--- src/sv/tfr_pkg.sv ---
// constants and widths shared by the telemetry response framer
package tfr_pkg;

    localparam int unsigned TYPE_W        = 8;
    localparam int unsigned VALUE_W       = 32;
    localparam int unsigned BYTE_W        = 8;

    localparam logic [7:0] TYPE_RECEIVER  = 8'd121;
    localparam logic [7:0] TYPE_ATTITUDE  = 8'd122;

    localparam logic [7:0] SYNC_DOLLAR    = 8'h24;
    localparam logic [7:0] SYNC_M         = 8'h4D;
    localparam logic [7:0] SYNC_DIR       = 8'h3E;

    localparam int unsigned NUM_RX        = 6;
    localparam int unsigned NUM_ANGLE     = 3;
    localparam int unsigned MAX_VALUES    = 6;
    localparam int unsigned BYTES_PER_VAL = 4;
    localparam int unsigned HEAD_LEN      = 5;
    localparam int unsigned MAX_FRAME     = HEAD_LEN + MAX_VALUES * BYTES_PER_VAL + 1;

    localparam int unsigned VAL_IDX_W     = $clog2(MAX_VALUES);
    localparam int unsigned CNT_W         = $clog2(MAX_VALUES + 1);
    localparam int unsigned POS_W         = $clog2(MAX_FRAME + 1);

    localparam logic [9:0]  SCALE         = 10'd1000;
    localparam logic signed [32:0] OFFSET_TWO = 33'sd131072;
    localparam int unsigned FRAC_W        = 16;
    localparam int unsigned PROD_W        = 41;
    localparam int unsigned SCALED_W      = PROD_W - FRAC_W;

    localparam logic [POS_W-1:0] POS_SYNC0 = POS_W'(0);
    localparam logic [POS_W-1:0] POS_SYNC1 = POS_W'(1);
    localparam logic [POS_W-1:0] POS_SYNC2 = POS_W'(2);
    localparam logic [POS_W-1:0] POS_SIZE  = POS_W'(3);
    localparam logic [POS_W-1:0] POS_TYPE  = POS_W'(4);

endpackage

--- src/sv/telemetry_response_framer.sv ---
// telemetry response framer: one request in, one framed response out byte by byte
//
// A request is answered with a frame of 6, 18 or 30 bytes ('$' 'M' '>', size, type,
// payload, checksum), one byte per cycle while the output is not stalled; the
// checksum byte carries frame_last. The block takes one request at a time: a new
// request is accepted the cycle after the previous frame's checksum byte enters the
// output register. Each payload value goes through one shared two-stage unit (offset
// add with clamp, then a multiply by 1000 and a 16-bit right shift) that runs ahead
// of the byte stream and never stalls it.
module telemetry_response_framer (
    input  logic                     clk,
    input  logic                     rst_n,
    input  logic                     req_valid,
    output logic                     req_stall,
    input  logic [7:0]               message_type,
    input  logic signed [31:0]       angle_roll,
    input  logic signed [31:0]       angle_pitch,
    input  logic signed [31:0]       angle_heading,
    input  logic signed [31:0]       rx_throttle,
    input  logic signed [31:0]       rx_roll,
    input  logic signed [31:0]       rx_pitch,
    input  logic signed [31:0]       rx_yaw,
    input  logic signed [31:0]       rx_aux_one,
    input  logic signed [31:0]       rx_aux_two,
    output logic                     rsp_valid,
    input  logic                     rsp_stall,
    output logic [7:0]               frame_byte,
    output logic                     frame_last
);

    localparam int unsigned VAL_IDX_W = tfr_pkg::VAL_IDX_W;
    localparam int unsigned CNT_W     = tfr_pkg::CNT_W;
    localparam int unsigned POS_W     = tfr_pkg::POS_W;
    localparam int unsigned SCALED_W  = tfr_pkg::SCALED_W;
    localparam int unsigned PROD_W    = tfr_pkg::PROD_W;

    logic                      busy_reg;
    logic [7:0]                type_reg;
    logic [7:0]                size_reg;
    logic [CNT_W-1:0]          nvals_reg;
    logic [POS_W-1:0]          len_reg;
    logic signed [31:0]        vals_reg [0:tfr_pkg::MAX_VALUES-1];

    logic [CNT_W-1:0]          calc_cnt_reg;
    logic [31:0]               sum_reg;
    logic                      sum_ok_reg;
    logic [SCALED_W-1:0]       prod_reg;
    logic                      prod_ok_reg;

    logic [POS_W-1:0]          pos_reg;
    logic [7:0]                chk_reg;
    logic                      out_valid_reg;
    logic [7:0]                out_byte_reg;
    logic                      out_last_reg;

    logic                      accept;
    logic                      out_free;
    logic                      is_data;
    logic                      is_last;
    logic [POS_W-1:0]          data_pos;
    logic [1:0]                bpos;
    logic                      have_byte;
    logic                      emit;
    logic                      consume;
    logic                      prod_free;
    logic                      move;
    logic                      sum_free;
    logic                      issue;
    logic [7:0]                next_byte;
    logic [31:0]               prod_word;
    logic signed [32:0]        sel_sum;
    logic [PROD_W-1:0]         product;
    logic [7:0]                req_size;
    logic [CNT_W-1:0]          req_nvals;

    assign accept    = req_valid && !req_stall;
    assign req_stall = busy_reg;

    // request decode
    always_comb
    begin
        if (message_type == tfr_pkg::TYPE_RECEIVER)
        begin
            req_nvals = CNT_W'(tfr_pkg::NUM_RX);
        end
        else if (message_type == tfr_pkg::TYPE_ATTITUDE)
        begin
            req_nvals = CNT_W'(tfr_pkg::NUM_ANGLE);
        end
        else
        begin
            req_nvals = '0;
        end
        req_size = 8'({req_nvals, 2'b00});
    end

    // shared scaling unit
    assign sel_sum  = {vals_reg[calc_cnt_reg[VAL_IDX_W-1:0]][31],
                       vals_reg[calc_cnt_reg[VAL_IDX_W-1:0]]} + tfr_pkg::OFFSET_TWO;
    assign product  = PROD_W'(sum_reg) * PROD_W'(tfr_pkg::SCALE);

    assign data_pos  = pos_reg - POS_W'(tfr_pkg::HEAD_LEN);
    assign bpos      = data_pos[1:0];
    assign is_last   = (pos_reg == len_reg - POS_W'(1));
    assign is_data   = (pos_reg >= POS_W'(tfr_pkg::HEAD_LEN)) && !is_last;
    assign have_byte = !is_data || prod_ok_reg;
    assign out_free  = !out_valid_reg || !rsp_stall;
    assign emit      = busy_reg && out_free && have_byte;
    assign consume   = emit && is_data && (bpos == 2'd3);

    assign prod_free = !prod_ok_reg || consume;
    assign move      = sum_ok_reg && prod_free;
    assign sum_free  = !sum_ok_reg || move;
    assign issue     = busy_reg && (calc_cnt_reg < nvals_reg) && sum_free;

    assign prod_word = 32'(prod_reg);

    always_comb
    begin
        if (pos_reg == tfr_pkg::POS_SYNC0)
        begin
            next_byte = tfr_pkg::SYNC_DOLLAR;
        end
        else if (pos_reg == tfr_pkg::POS_SYNC1)
        begin
            next_byte = tfr_pkg::SYNC_M;
        end
        else if (pos_reg == tfr_pkg::POS_SYNC2)
        begin
            next_byte = tfr_pkg::SYNC_DIR;
        end
        else if (pos_reg == tfr_pkg::POS_SIZE)
        begin
            next_byte = size_reg;
        end
        else if (pos_reg == tfr_pkg::POS_TYPE)
        begin
            next_byte = type_reg;
        end
        else if (is_last)
        begin
            next_byte = chk_reg;
        end
        else
        begin
            next_byte = prod_word[{bpos, 3'b000} +: 8];
        end
    end

    // request capture
    always_ff @(posedge clk)
    begin
        if (accept)
        begin
            type_reg  <= message_type;
            size_reg  <= req_size;
            len_reg   <= POS_W'(tfr_pkg::HEAD_LEN + 1) + POS_W'({req_nvals, 2'b00});
            if (message_type == tfr_pkg::TYPE_ATTITUDE)
            begin
                vals_reg[0] <= angle_roll;
                vals_reg[1] <= angle_pitch;
                vals_reg[2] <= angle_heading;
                vals_reg[3] <= rx_yaw;
                vals_reg[4] <= rx_aux_one;
                vals_reg[5] <= rx_aux_two;
            end
            else
            begin
                vals_reg[0] <= rx_throttle;
                vals_reg[1] <= rx_roll;
                vals_reg[2] <= rx_pitch;
                vals_reg[3] <= rx_yaw;
                vals_reg[4] <= rx_aux_one;
                vals_reg[5] <= rx_aux_two;
            end
        end
        if (issue)
        begin
            sum_reg <= sel_sum[32] ? 32'd0 : sel_sum[31:0];
        end
        if (move)
        begin
            prod_reg <= product[PROD_W-1:tfr_pkg::FRAC_W];
        end
        if (emit)
        begin
            out_byte_reg <= next_byte;
            out_last_reg <= is_last;
        end
    end

    // sequencer
    always_ff @(posedge clk or negedge rst_n)
    begin
        if (!rst_n)
        begin
            busy_reg      <= 1'b0;
            nvals_reg     <= '0;
            calc_cnt_reg  <= '0;
            sum_ok_reg    <= 1'b0;
            prod_ok_reg   <= 1'b0;
            pos_reg       <= '0;
            chk_reg       <= '0;
            out_valid_reg <= 1'b0;
        end
        else
        begin
            if (accept)
            begin
                busy_reg     <= 1'b1;
                nvals_reg    <= req_nvals;
                calc_cnt_reg <= '0;
                pos_reg      <= '0;
                chk_reg      <= req_size ^ message_type;
            end
            else
            begin
                if (issue)
                begin
                    calc_cnt_reg <= calc_cnt_reg + CNT_W'(1);
                end
                if (emit)
                begin
                    pos_reg <= pos_reg + POS_W'(1);
                    if (is_data)
                    begin
                        chk_reg <= chk_reg ^ next_byte;
                    end
                    if (is_last)
                    begin
                        busy_reg <= 1'b0;
                    end
                end
            end

            if (issue)
            begin
                sum_ok_reg <= 1'b1;
            end
            else if (move)
            begin
                sum_ok_reg <= 1'b0;
            end

            if (move)
            begin
                prod_ok_reg <= 1'b1;
            end
            else if (consume)
            begin
                prod_ok_reg <= 1'b0;
            end

            if (emit)
            begin
                out_valid_reg <= 1'b1;
            end
            else if (!rsp_stall)
            begin
                out_valid_reg <= 1'b0;
            end
        end
    end

    assign rsp_valid  = out_valid_reg;
    assign frame_byte = out_byte_reg;
    assign frame_last = out_last_reg;

endmodule

--- config.mk ---
export PLATFORM = sky130hd
export DESIGN_NAME = telemetry_response_framer
export DESIGN_NICKNAME = d
export VERILOG_FILES = /design/src/sv/tfr_pkg.sv /design/src/sv/telemetry_response_framer.sv
export SDC_FILE = /design/constraint.sdc
export NUM_CORES = 1
export LEC_CHECK = 0
export BUFFER_PORTS_ARGS = -buffer_cell sky130_fd_sc_hd__buf_2
export CAP_MARGIN = 25
export CORE_ASPECT_RATIO = 0.75
export CORE_MARGIN = 2
export CORE_UTILIZATION = 46
export DETAILED_ROUTE_END_ITERATION = 10
export HOLD_SLACK_MARGIN = 0.15
export PLACE_DENSITY = 0.73
export SYNTH_ARGS = -nofsm -noshare
export SYNTH_HDL_FRONTEND = slang
export SYNTH_SLANG_ARGS = --single-unit
--- constraint.sdc ---
create_clock -name clk -period 11.4 [get_ports clk]
set_input_delay 0.57 -clock clk [delete_from_list [all_inputs] [get_ports clk]]
set_output_delay 0.57 -clock clk [all_outputs]
set_load 0.01 [all_outputs]
==> results of run 1 <==
cell usage in the layout (no fill, tap or decap), drive strengths merged, types with 4 or more instances in the layout:
master / netlist / routed
nand3: 7 / 7
or2: 6 / 6
a221o: 4 / 4
buf: 30 / 318
diode: 0 / 4
nor2: 72 / 72
fa: 116 / 116
a22oi: 7 / 7
xnor2: 32 / 32
nor3b: 6 / 6
xor2: 19 / 19
inv: 183 / 185
and2: 4 / 4
dlygate4sd3: 0 / 92
dfrtp: 23 / 23
mux4: 33 / 33
nand2b: 8 / 8
a21oi: 36 / 36
nor3: 16 / 16
edfxtp: 272 / 272
nand4: 7 / 7
mux2: 109 / 109
a21o: 6 / 6
mux2i: 35 / 35
a221oi: 4 / 4
clkbuf: 16 / 34
o21ai: 32 / 32
nand3b: 4 / 4
a211oi: 20 / 20
or3: 6 / 6
and3: 7 / 7
nor2b: 8 / 8
nand2: 49 / 49
ha: 88 / 88
a22o: 4 / 4
clkinv: 0 / 14
metal layers:
metal	share of wire (%)	GRT usage, %
met4	2.4	4.70
met5	0	0
met2	47	33.0
met3	5.5	3.70
met1	45	28.0
kinds of logic after synthesis:
group / Yosys count / share of synthesized area [%]
simple gates: 208 / 5.73
compound gates: 149 / 6.02
fa+ha+maj: 204 / 18.9
buf+inv: 229 / 5.38
flops: 295 / 48.3
mux: 177 / 13.1
xor+xnor: 51 / 2.51
per-stage QoR:
step | util [%] | instance area [µm²] | setup slack (ps) | hold WS (ps)
after floorplan | - | 18100 | 4020 | 274
after global placement | 52.0 | 20100 | 6430 | 463
after detailed placement | 52.1 | 20100 | 6380 | 478
after CTS | 57.0 | 22000 | 6370 | 152
after global routing | 57.1 | 22000 | 5990 | 160
final | 57.1 | 22000 | 6380 | 184
repair_timing:
| item | in CTS | in global routing |
|---|---|---|
| endpoints found under the hold margin | 114 | 0 |
| buffers inserted | 0 | 0 |
| hold buffers | 92 | 0 |
worst max-delay path by stage:
stage                            from            to  slack (ps)  cells past startpoint
after floorplan             req_valid    len_reg[2]        4020                      4
after global routing       sum_reg[5]  prod_reg[18]        5990                     15
after global placement     sum_reg[8]  prod_reg[18]        6430                     17
final                      sum_reg[8]  prod_reg[18]        6380                     17
after CTS                  sum_reg[8]  prod_reg[18]        6370                     17
after detailed placement  sum_reg[12]  prod_reg[18]        6380                     15
worst register-to-register path, stage by stage, from the launching register on:
cell,delay [ps]
edfxtp_1,500
inv_1,140
fa_1,550
inv_1,40
ha_1,310
xnor2_1,190
fa_1,460
fa_1,520
inv_1,40
ha_1,350
a211o_1,280
o211ai_1,100
a21oi_1,160
a31o_4,250
a211oi_2,300
o31a_1,300
o21ai_0,130
xor2_1,150
layout make-up:
cell class / count / area, µm² / area share (%)
sequential: 295 / 8750 / 39.7
multi-input combinational: 789 / 8390 / 38.1
timing repair buffer: 410 / 2560 / 11.6
clock buffer: 34 / 776 / 3.52
inverter: 183 / 694 / 3.15
tap: 512 / 641 / 2.91
clock inverter: 21 / 210 / 0.954
antenna: 4 / 10.0 / 0.0454
==> results.md, run 1 <==
* Status: finished, final reports clean
* H-tree Lvls at 1
* Layout Nets at 2,213
* Die width at 233 µm
* Die ar. at 0.0409 mm²
* Synth area leaders: edfxtp_1 45%, fa_1 13%, mux2_2 6.7%
* Number of DRC markers in iteration 0 at 756
* Hold endpoint: vals_reg[3][0]
* Layout cells sized above 1 at 30.9%
* Final period util at 44.1%
* Final Setup Violations at 0
* Global route total overflow at 0
* Min cycle time layout at 5020 ps
* Max_cap viols at 0
* Num rows at 62
* Clock-pin slew on the worst setup and hold paths at 60 ps
* Initial DRT Pass Iterations at 5
* Total CTS buffers at 30
* WL/cell at 18.1 µm
* Ys async rst share at 7.80%
* Final WL at 40,600 µm
* Worst reg-to-reg path cell count at 17
* Setup crit start kind: flop
* Synthesized Nets at 1,817
* Clock Sinks at 295
* CTS tree: done
* Final ANT Viol Nets at 0
* Setup TNS at 0 ps
* #FFs+latches synth at 295
* Tot GR Track Use at 20.1%
* Critical path endpoint category: flop
* Setup CP Type: reg -> reg
* Synth top area share at 45.2%
* Top_reg_cell synth: edfxtp_1
* Synth Cell Area at 0.0181 mm²
* First-pass GRT wire length at 64,100 µm
* Max reg flops at 192
* Die Ht at 176 µm
* Fin. max-slew vios at 0
* Hold Path Origin: rx_yaw[0]
* Synth Warn # at 0
* CTS max path bufs at 3
* Port Buf Inserts at 310
* Worst-path maximum fanout at 6
* Layout Area Growth over Synthesis at 21.8%
* Worst slew pin tran at 1100 ps
* Placed cells at 2,096
* Worst Skew at 27.8 ps
* Synth area leader: edfxtp_1
* Largest net degree at the start of global routing at 147
* Initial Utilization at 46.9%
* Post-cts sizing count at 0
* R2r setup slk at 6380 ps
* Seq/Total Area, Yosys at 48.3%
* Post-synth top cells: 272 x edfxtp_1, 182 x inv_1, 116 x fa_1
* Antenna violations before repair at 4
* Count of final hold-check violations at 0
* Worst Path Required at 11,720 ps
* Fmax at 199 MHz
* Hpwl dp at 30,200 µm
* Critical path, cell by cell: inv_1 -> fa_1 -> inv_1 -> ha_1 -> xnor2_1 -> fa_1 -> fa_1 -> inv_1 -> ha_1 -> a211o_1 -> o211ai_1 -> a21oi_1 -> a31o_4 -> a211oi_2 -> o31a_1 -> o21ai_0 -> xor2_1
* Skew-Pair Late Insertion Delay at 600 ps
* Hold Crit Depth at 1
* Reg-to-Reg End: prod_reg[18]
* CP max stage delay at 550 ps
* Unrepaired setup endpoints after global routing: no
* Vias at 11,600
* Vias/cell at 5.15
* Core ar. at 0.0386 mm²
* Slowest-stage cell, CP: fa_1
* Top-count cell post-synth: edfxtp_1
* Crit path buf inv count at 3
* Non-filler cells, final at 2,248
* Root buffer cell: clkbuf_16
* DRC Markers at 0
* Worst reg2reg startpoint: sum_reg[8]
* Worst Path Arrival at 5340 ps
* Slew margin rel. at 26.4%
* IO Count at 311
* Layout fillers at 3,037
* Unique cell type count in the Yosys netlist at 74
* Vias in the first global route at 12,200
* Number of synthesized flops with an enable pin at 272
* Post-Syn Instances at 1,313
* Min-delay worst type: in -> reg
* Avg Cell Area, Syn at 13.8 µm²
* GP Congestion at 0.863
* CP top delay family: adder cells
Power of run 1 is left out: the tool's default activity adds up to more than one toggle a clock period on the data nets, which glitch-free logic cannot reach.
==> run 2: changes to the inputs <==
==> constraint.sdc (replaced) <==
create_clock -name clk -period 4.9 [get_ports clk]
set_input_delay 0.245 -clock clk [delete_from_list [all_inputs] [get_ports clk]]
set_output_delay 0.245 -clock clk [all_outputs]
set_load 0.01 [all_outputs]
==> results.md, run 2 (synthesized netlist as in run 1, its figures left out) <==
* Status: finished, final reports clean
* Tot GR Track Use at 24.8%
* WL/cell at 20.9 µm
* Unrepaired setup endpoints after global routing: yes
* Fin. max-slew vios at 0
* Num rows at 62
* Worst Path Arrival at 5020 ps
* Worst slew pin tran at 1030 ps
* Number of DRC markers in iteration 0 at 1,152
* Clock Sinks at 295
* Final Setup Violations at 0
* Critical path endpoint category: flop
* Die ar. at 0.0409 mm²
* Crit path launch: sum_reg[12]
* Design area at 0.0245 mm²
* Commonest non-fill, non-tap cells in the layout: 310 x buf_2, 298 x dlygate4sd3_1, 272 x edfxtp_1, 170 x inv_1, 116 x fa_1
* Hold Worst Slack at 242 ps
* Root buffer cell: clkbuf_16
* Setup CP Type: reg -> reg
* Largest net degree at the start of global routing at 138
* Met3 Wirelength at 3390 µm
* H-tree Lvls at 1
* First-pass GRT wire length at 77,700 µm
* Vias at 13,300
* CTS tree: done
* Port Buf Inserts at 310
* Clock-pin slew on the worst setup and hold paths at 60 ps
* Max_cap viols at 0
* Slew margin rel. at 31.2%
* Hpwl dp at 31,200 µm
* Layout cells sized above 1 at 29.8%
* Vias in the first global route at 14,100
* Initial DRT Pass Iterations at 5
* IO Count at 311
* Worst reg2reg startpoint: sum_reg[12]
* Setup crit start kind: flop
* Worst Skew at 41.0 ps
* Final core occ at 63.4%
* Final period util at 96.0%
* Skew-Pair Late Insertion Delay at 600 ps
* DRC Markers at 0
* Met1 wire length at 21,300 µm
* Antenna violations before repair at 16
* Highest metal used: met4
* Min cycle time layout at 4700 ps
* Total CTS buffers at 29
* Vias/cell at 5.30
* Min-delay worst type: in -> async
* Met2 wire len at 25,000 µm
* Worst Path Required at 5220 ps
* Initial Utilization at 46.9%
* Die width at 233 µm
* Most common cell after layout, fill and taps aside: buf_2
* Count of final hold-check violations at 0
* Global route total overflow at 0
* Final WL at 52,200 µm
* Core ar. at 0.0386 mm²
* Fmax at 213 MHz
* Final ANT Viol Nets at 0
* Layout Area Growth over Synthesis at 35.2%
* Layout Nets at 2,456
* Placed cell area at 0.0203 mm²
* CTS max path bufs at 3
* Max reg flops at 192
* Die Ht at 176 µm
* GP Congestion at 0.865
* Worst-path maximum fanout at 6
==> run 2: cell types whose count changed in the layout (fill, tap and decap cells not counted), sizes merged <==
cell | previous run | this run
clkinv | 14 | 11
buf | 318 | 356
clkinvlp | 3 | 1
dlygate4sd3 | 92 | 298
clkbuf | 34 | 36
diode | 4 | 18
bufinv | 2 | 4
inv | 185 | 184
==> run 2: path summary, 6_finish.rpt <==
check	depth (start not counted)	slack, ps	end
max	15	200	prod_reg[22]
min	2	240	chk_reg[5]
max reg2reg	15	200	prod_reg[22]
min reg2reg	2	490	nvals_reg[0]
max in group asynchronous	2	4160	calc_cnt_reg[0]
min in group clk	3	300	req_stall
==> run 2: critical path, cell delays in order, from the launching register on <==
cell and delay, ps:
edfxtp_1 400, inv_2 120, fa_1 460, fa_1 580, fa_1 440, fa_1 510, inv_1 40, ha_1 340
or2_2 320, a21oi_2 150, a21oi_2 60, a31o_4 230, a211oi_4 240, o31a_1 310, o21bai_1 110, xor2_1 150
==> run 2: layout make-up <==
type	count	area (µm²)
clock inverter	17	200
fill	2712	14100
multi-input combinational	789	8470
clock buffer	36	752
sequential	295	8750
antenna	18	45.0
inverter	183	697
timing repair buffer	654	4900
tap	512	641
==> run 2: timing repair <==
action,in CTS,in global routing
endpoints found under the setup margin,0,11
hold buffers,298,0
hold endpoints to repair,234,0
resized for setup,0,27
setup buffers,0,4
==> run 2: per-layer routing <==
layer  GRT usage [%]  up-vias
met5               0        -
met4            9.55        0
met3            4.76      182
met2            41.2      647
met1            32.4     6468
li1                -     5985
==> run 2: through the flow <==
| step | cells | setup WS (ps) | setup TNS (ps) |
|---|---|---|---|
| 3_5_place_dp | 2130 | 58.8 | 0 |
| 5_1_grt | 2503 | -19.7 | -34.9 |
| 2_1_floorplan | 1313 | 213 | 0 |
| 6_report | 2504 | 198 | 0 |
| 3_3_place_gp | 2129 | 103 | 0 |
| 4_1_cts | 2481 | 38.4 | 0 |
Power of run 2 is left out for the same reason.
==> run 3: changes to the inputs <==
--- a/config.mk
+++ b/config.mk
@@ -5,7 +5,7 @@
 export SDC_FILE = /design/constraint.sdc
 export NUM_CORES = 1
 export LEC_CHECK = 0
-export BUFFER_PORTS_ARGS = -buffer_cell sky130_fd_sc_hd__buf_2
+export BUFFER_PORTS_ARGS = -buffer_cell sky130_fd_sc_hd__clkbuf_2
 export CAP_MARGIN = 25
 export CORE_ASPECT_RATIO = 0.75
 export CORE_MARGIN = 2
@@ -13,6 +13,7 @@
 export DETAILED_ROUTE_END_ITERATION = 10
 export HOLD_SLACK_MARGIN = 0.15
 export PLACE_DENSITY = 0.73
+export RECOVER_POWER = 25
 export SYNTH_ARGS = -nofsm -noshare
 export SYNTH_HDL_FRONTEND = slang
 export SYNTH_SLANG_ARGS = --single-unit
==> constraint.sdc (replaced) <==
create_clock -name clk -period 4.9 [get_ports clk]
set_input_delay 0.49 -clock clk [delete_from_list [all_inputs] [get_ports clk]]
set_output_delay 0.49 -clock clk [all_outputs]
set_load 0.01 [all_outputs]
==> results.md, run 3 (synthesized netlist as in run 1, its figures left out) <==
* Status: finished, violations left
* Failing checks: capacitance limit, slew limit
* Most common cell after layout, fill and taps aside: clkbuf_2
* Initial DRT Pass Iterations at 6
* Antenna violations before repair at 2
* Layout cells sized above 1 at 31.1%
* Total CTS buffers at 30
* Die Ht at 176 µm
* Count of final hold-check violations at 0
* Critical path endpoint category: flop
* Core ar. at 0.0386 mm²
* Global route total overflow at 0
* Min-delay worst type: in -> reg
* Num rows at 62
* Commonest non-fill, non-tap cells in the layout: 273 x clkbuf_2, 272 x edfxtp_1, 171 x inv_1, 116 x fa_1, 108 x mux2_2
* Min cycle time layout at 4720 ps
* Worst slew pin tran at 1930 ps
* Die width at 233 µm
* Final period util at 96.3%
* Layout Nets at 2,263
* GP Congestion at 0.866
* H-tree Lvls at 1
* Fmax at 212 MHz
* Die ar. at 0.0409 mm²
* Worst Skew at 16.7 ps
* Layout Area Growth over Synthesis at 24.0%
* CTS max path bufs at 3
* Port Buf Inserts at 310
* Largest net degree at the start of global routing at 184
* Hpwl dp at 31,300 µm
* Final Setup Violations at 0
* Setup CP Type: reg -> reg
* Clock Sinks at 295
* Slew margin rel. at -29.3%
* Root buffer cell: clkbuf_16
* CTS tree: done
* Max_cap viols at 2
* Unrepaired setup endpoints after global routing: yes
* Final ANT Viol Nets at 0
* Post-Place Worst Slack at -13.5 ps
* Vias/cell at 5.11
* WL/cell at 18.2 µm
* Vias in the first global route at 12,500
* Initial Utilization at 46.9%
* Layout fillers at 3,038
* FF+latch area at 0.00875 mm²
* Vias at 11,700
* Skew-Pair Late Insertion Delay at 590 ps
* DRC Markers at 0
* Worst-path maximum fanout at 5
* Worst Path Required at 5290 ps
* Fin. max-slew vios at 67
* Number of DRC markers in iteration 0 at 718
* First-pass GRT wire length at 66,200 µm
* Worst Path Arrival at 5100 ps
* Multi-input gate area at 0.00847 mm²
* Final WL at 41,800 µm
* Tot GR Track Use at 20.9%
* Clock-pin slew on the worst setup and hold paths at 70 ps
* Fin worst setup slack at 184 ps
* Setup crit start kind: flop
* Max reg flops at 192
* IO Count at 311
[run 3: changes by cell type in the layout (fill, tap and decap cells not counted), sizes merged, moves of 17 or more]
| cell | before | now |
|---|---|---|
| buf | 356 | 46 |
| clkbuf | 36 | 345 |
| diode | 18 | 1 |
| dlygate4sd3 | 298 | 103 |
[run 3: routing by layer]
layer / wire length [µm] / vias to the layer above / global-route usage, %
met5: 13 / - / 0
met2: 20100 / 336 / 34.7
met3: 2220 / 67 / 3.86
li1: - / 5587 / -
met4: 1020 / 2 / 5.12
met1: 18500 / 5732 / 28.7
[run 3: cell type report]
type / instances / area share (%)
clock inverter: 19 / 0.837
multi-input combinational: 789 / 37.8
inverter: 183 / 3.08
antenna: 1 / 0.0112
tap: 512 / 2.86
clock buffer: 34 / 3.41
sequential: 295 / 39.0
timing repair buffer: 460 / 13.0
[run 3: metrics by stage]
stage          instance area [µm²]  instances  hold WS [ps]  utilization (%)  setup TNS [ps]
2_1_floorplan                18100       1313           194                -               0
3_3_place_gp                 20300       2126           460             52.7               0
3_5_place_dp                 20300       2126           477             52.7           -13.5
4_1_cts                      22300       2283           165             57.8               0
5_1_grt                      22400       2293           191             58.2           -28.8
6_report                     22400       2293           201             58.2               0
[run 3: worst max-delay path, cell delays in order (launching register included)]
cell,delay [ps]
edfxtp_1,460
fa_1,610
inv_1,60
fa_1,390
fa_1,540
inv_1,50
fa_1,480
ha_4,290
o21ai_1,70
or3_4,400
o211ai_4,140
a31o_4,210
a211oi_4,70
o31a_1,350
buf_4,160
o311ai_0,250
[run 3: worst paths after layout]
| check | from | slack, ps | cells after the start | to |
|---|---|---|---|---|
| setup / recovery | sum_reg[0] | 180 | 15 | prod_reg[16] |
| hold / removal | rsp_stall | 200 | 3 | rsp_valid |
| hold reg to reg | nvals_reg[0] | 490 | 2 | nvals_reg[0] |
| min in group asynchronous | rst_n | 840 | 2 | pos_reg[0] |
| max in group asynchronous | rst_n | 2940 | 2 | calc_cnt_reg[0] |
| setup reg to reg | sum_reg[0] | 180 | 15 | prod_reg[16] |
[run 3: repair_timing]
item | CTS | global route
buffers inserted | 1 | 7
pin swaps | 1 | 10
endpoints found under the setup margin | 1 | 14
hold endpoints to repair | 125 | 0
hold buffers | 103 | 0
gates resized for setup | 0 | 26
Power of run 3 is left out for the same reason.
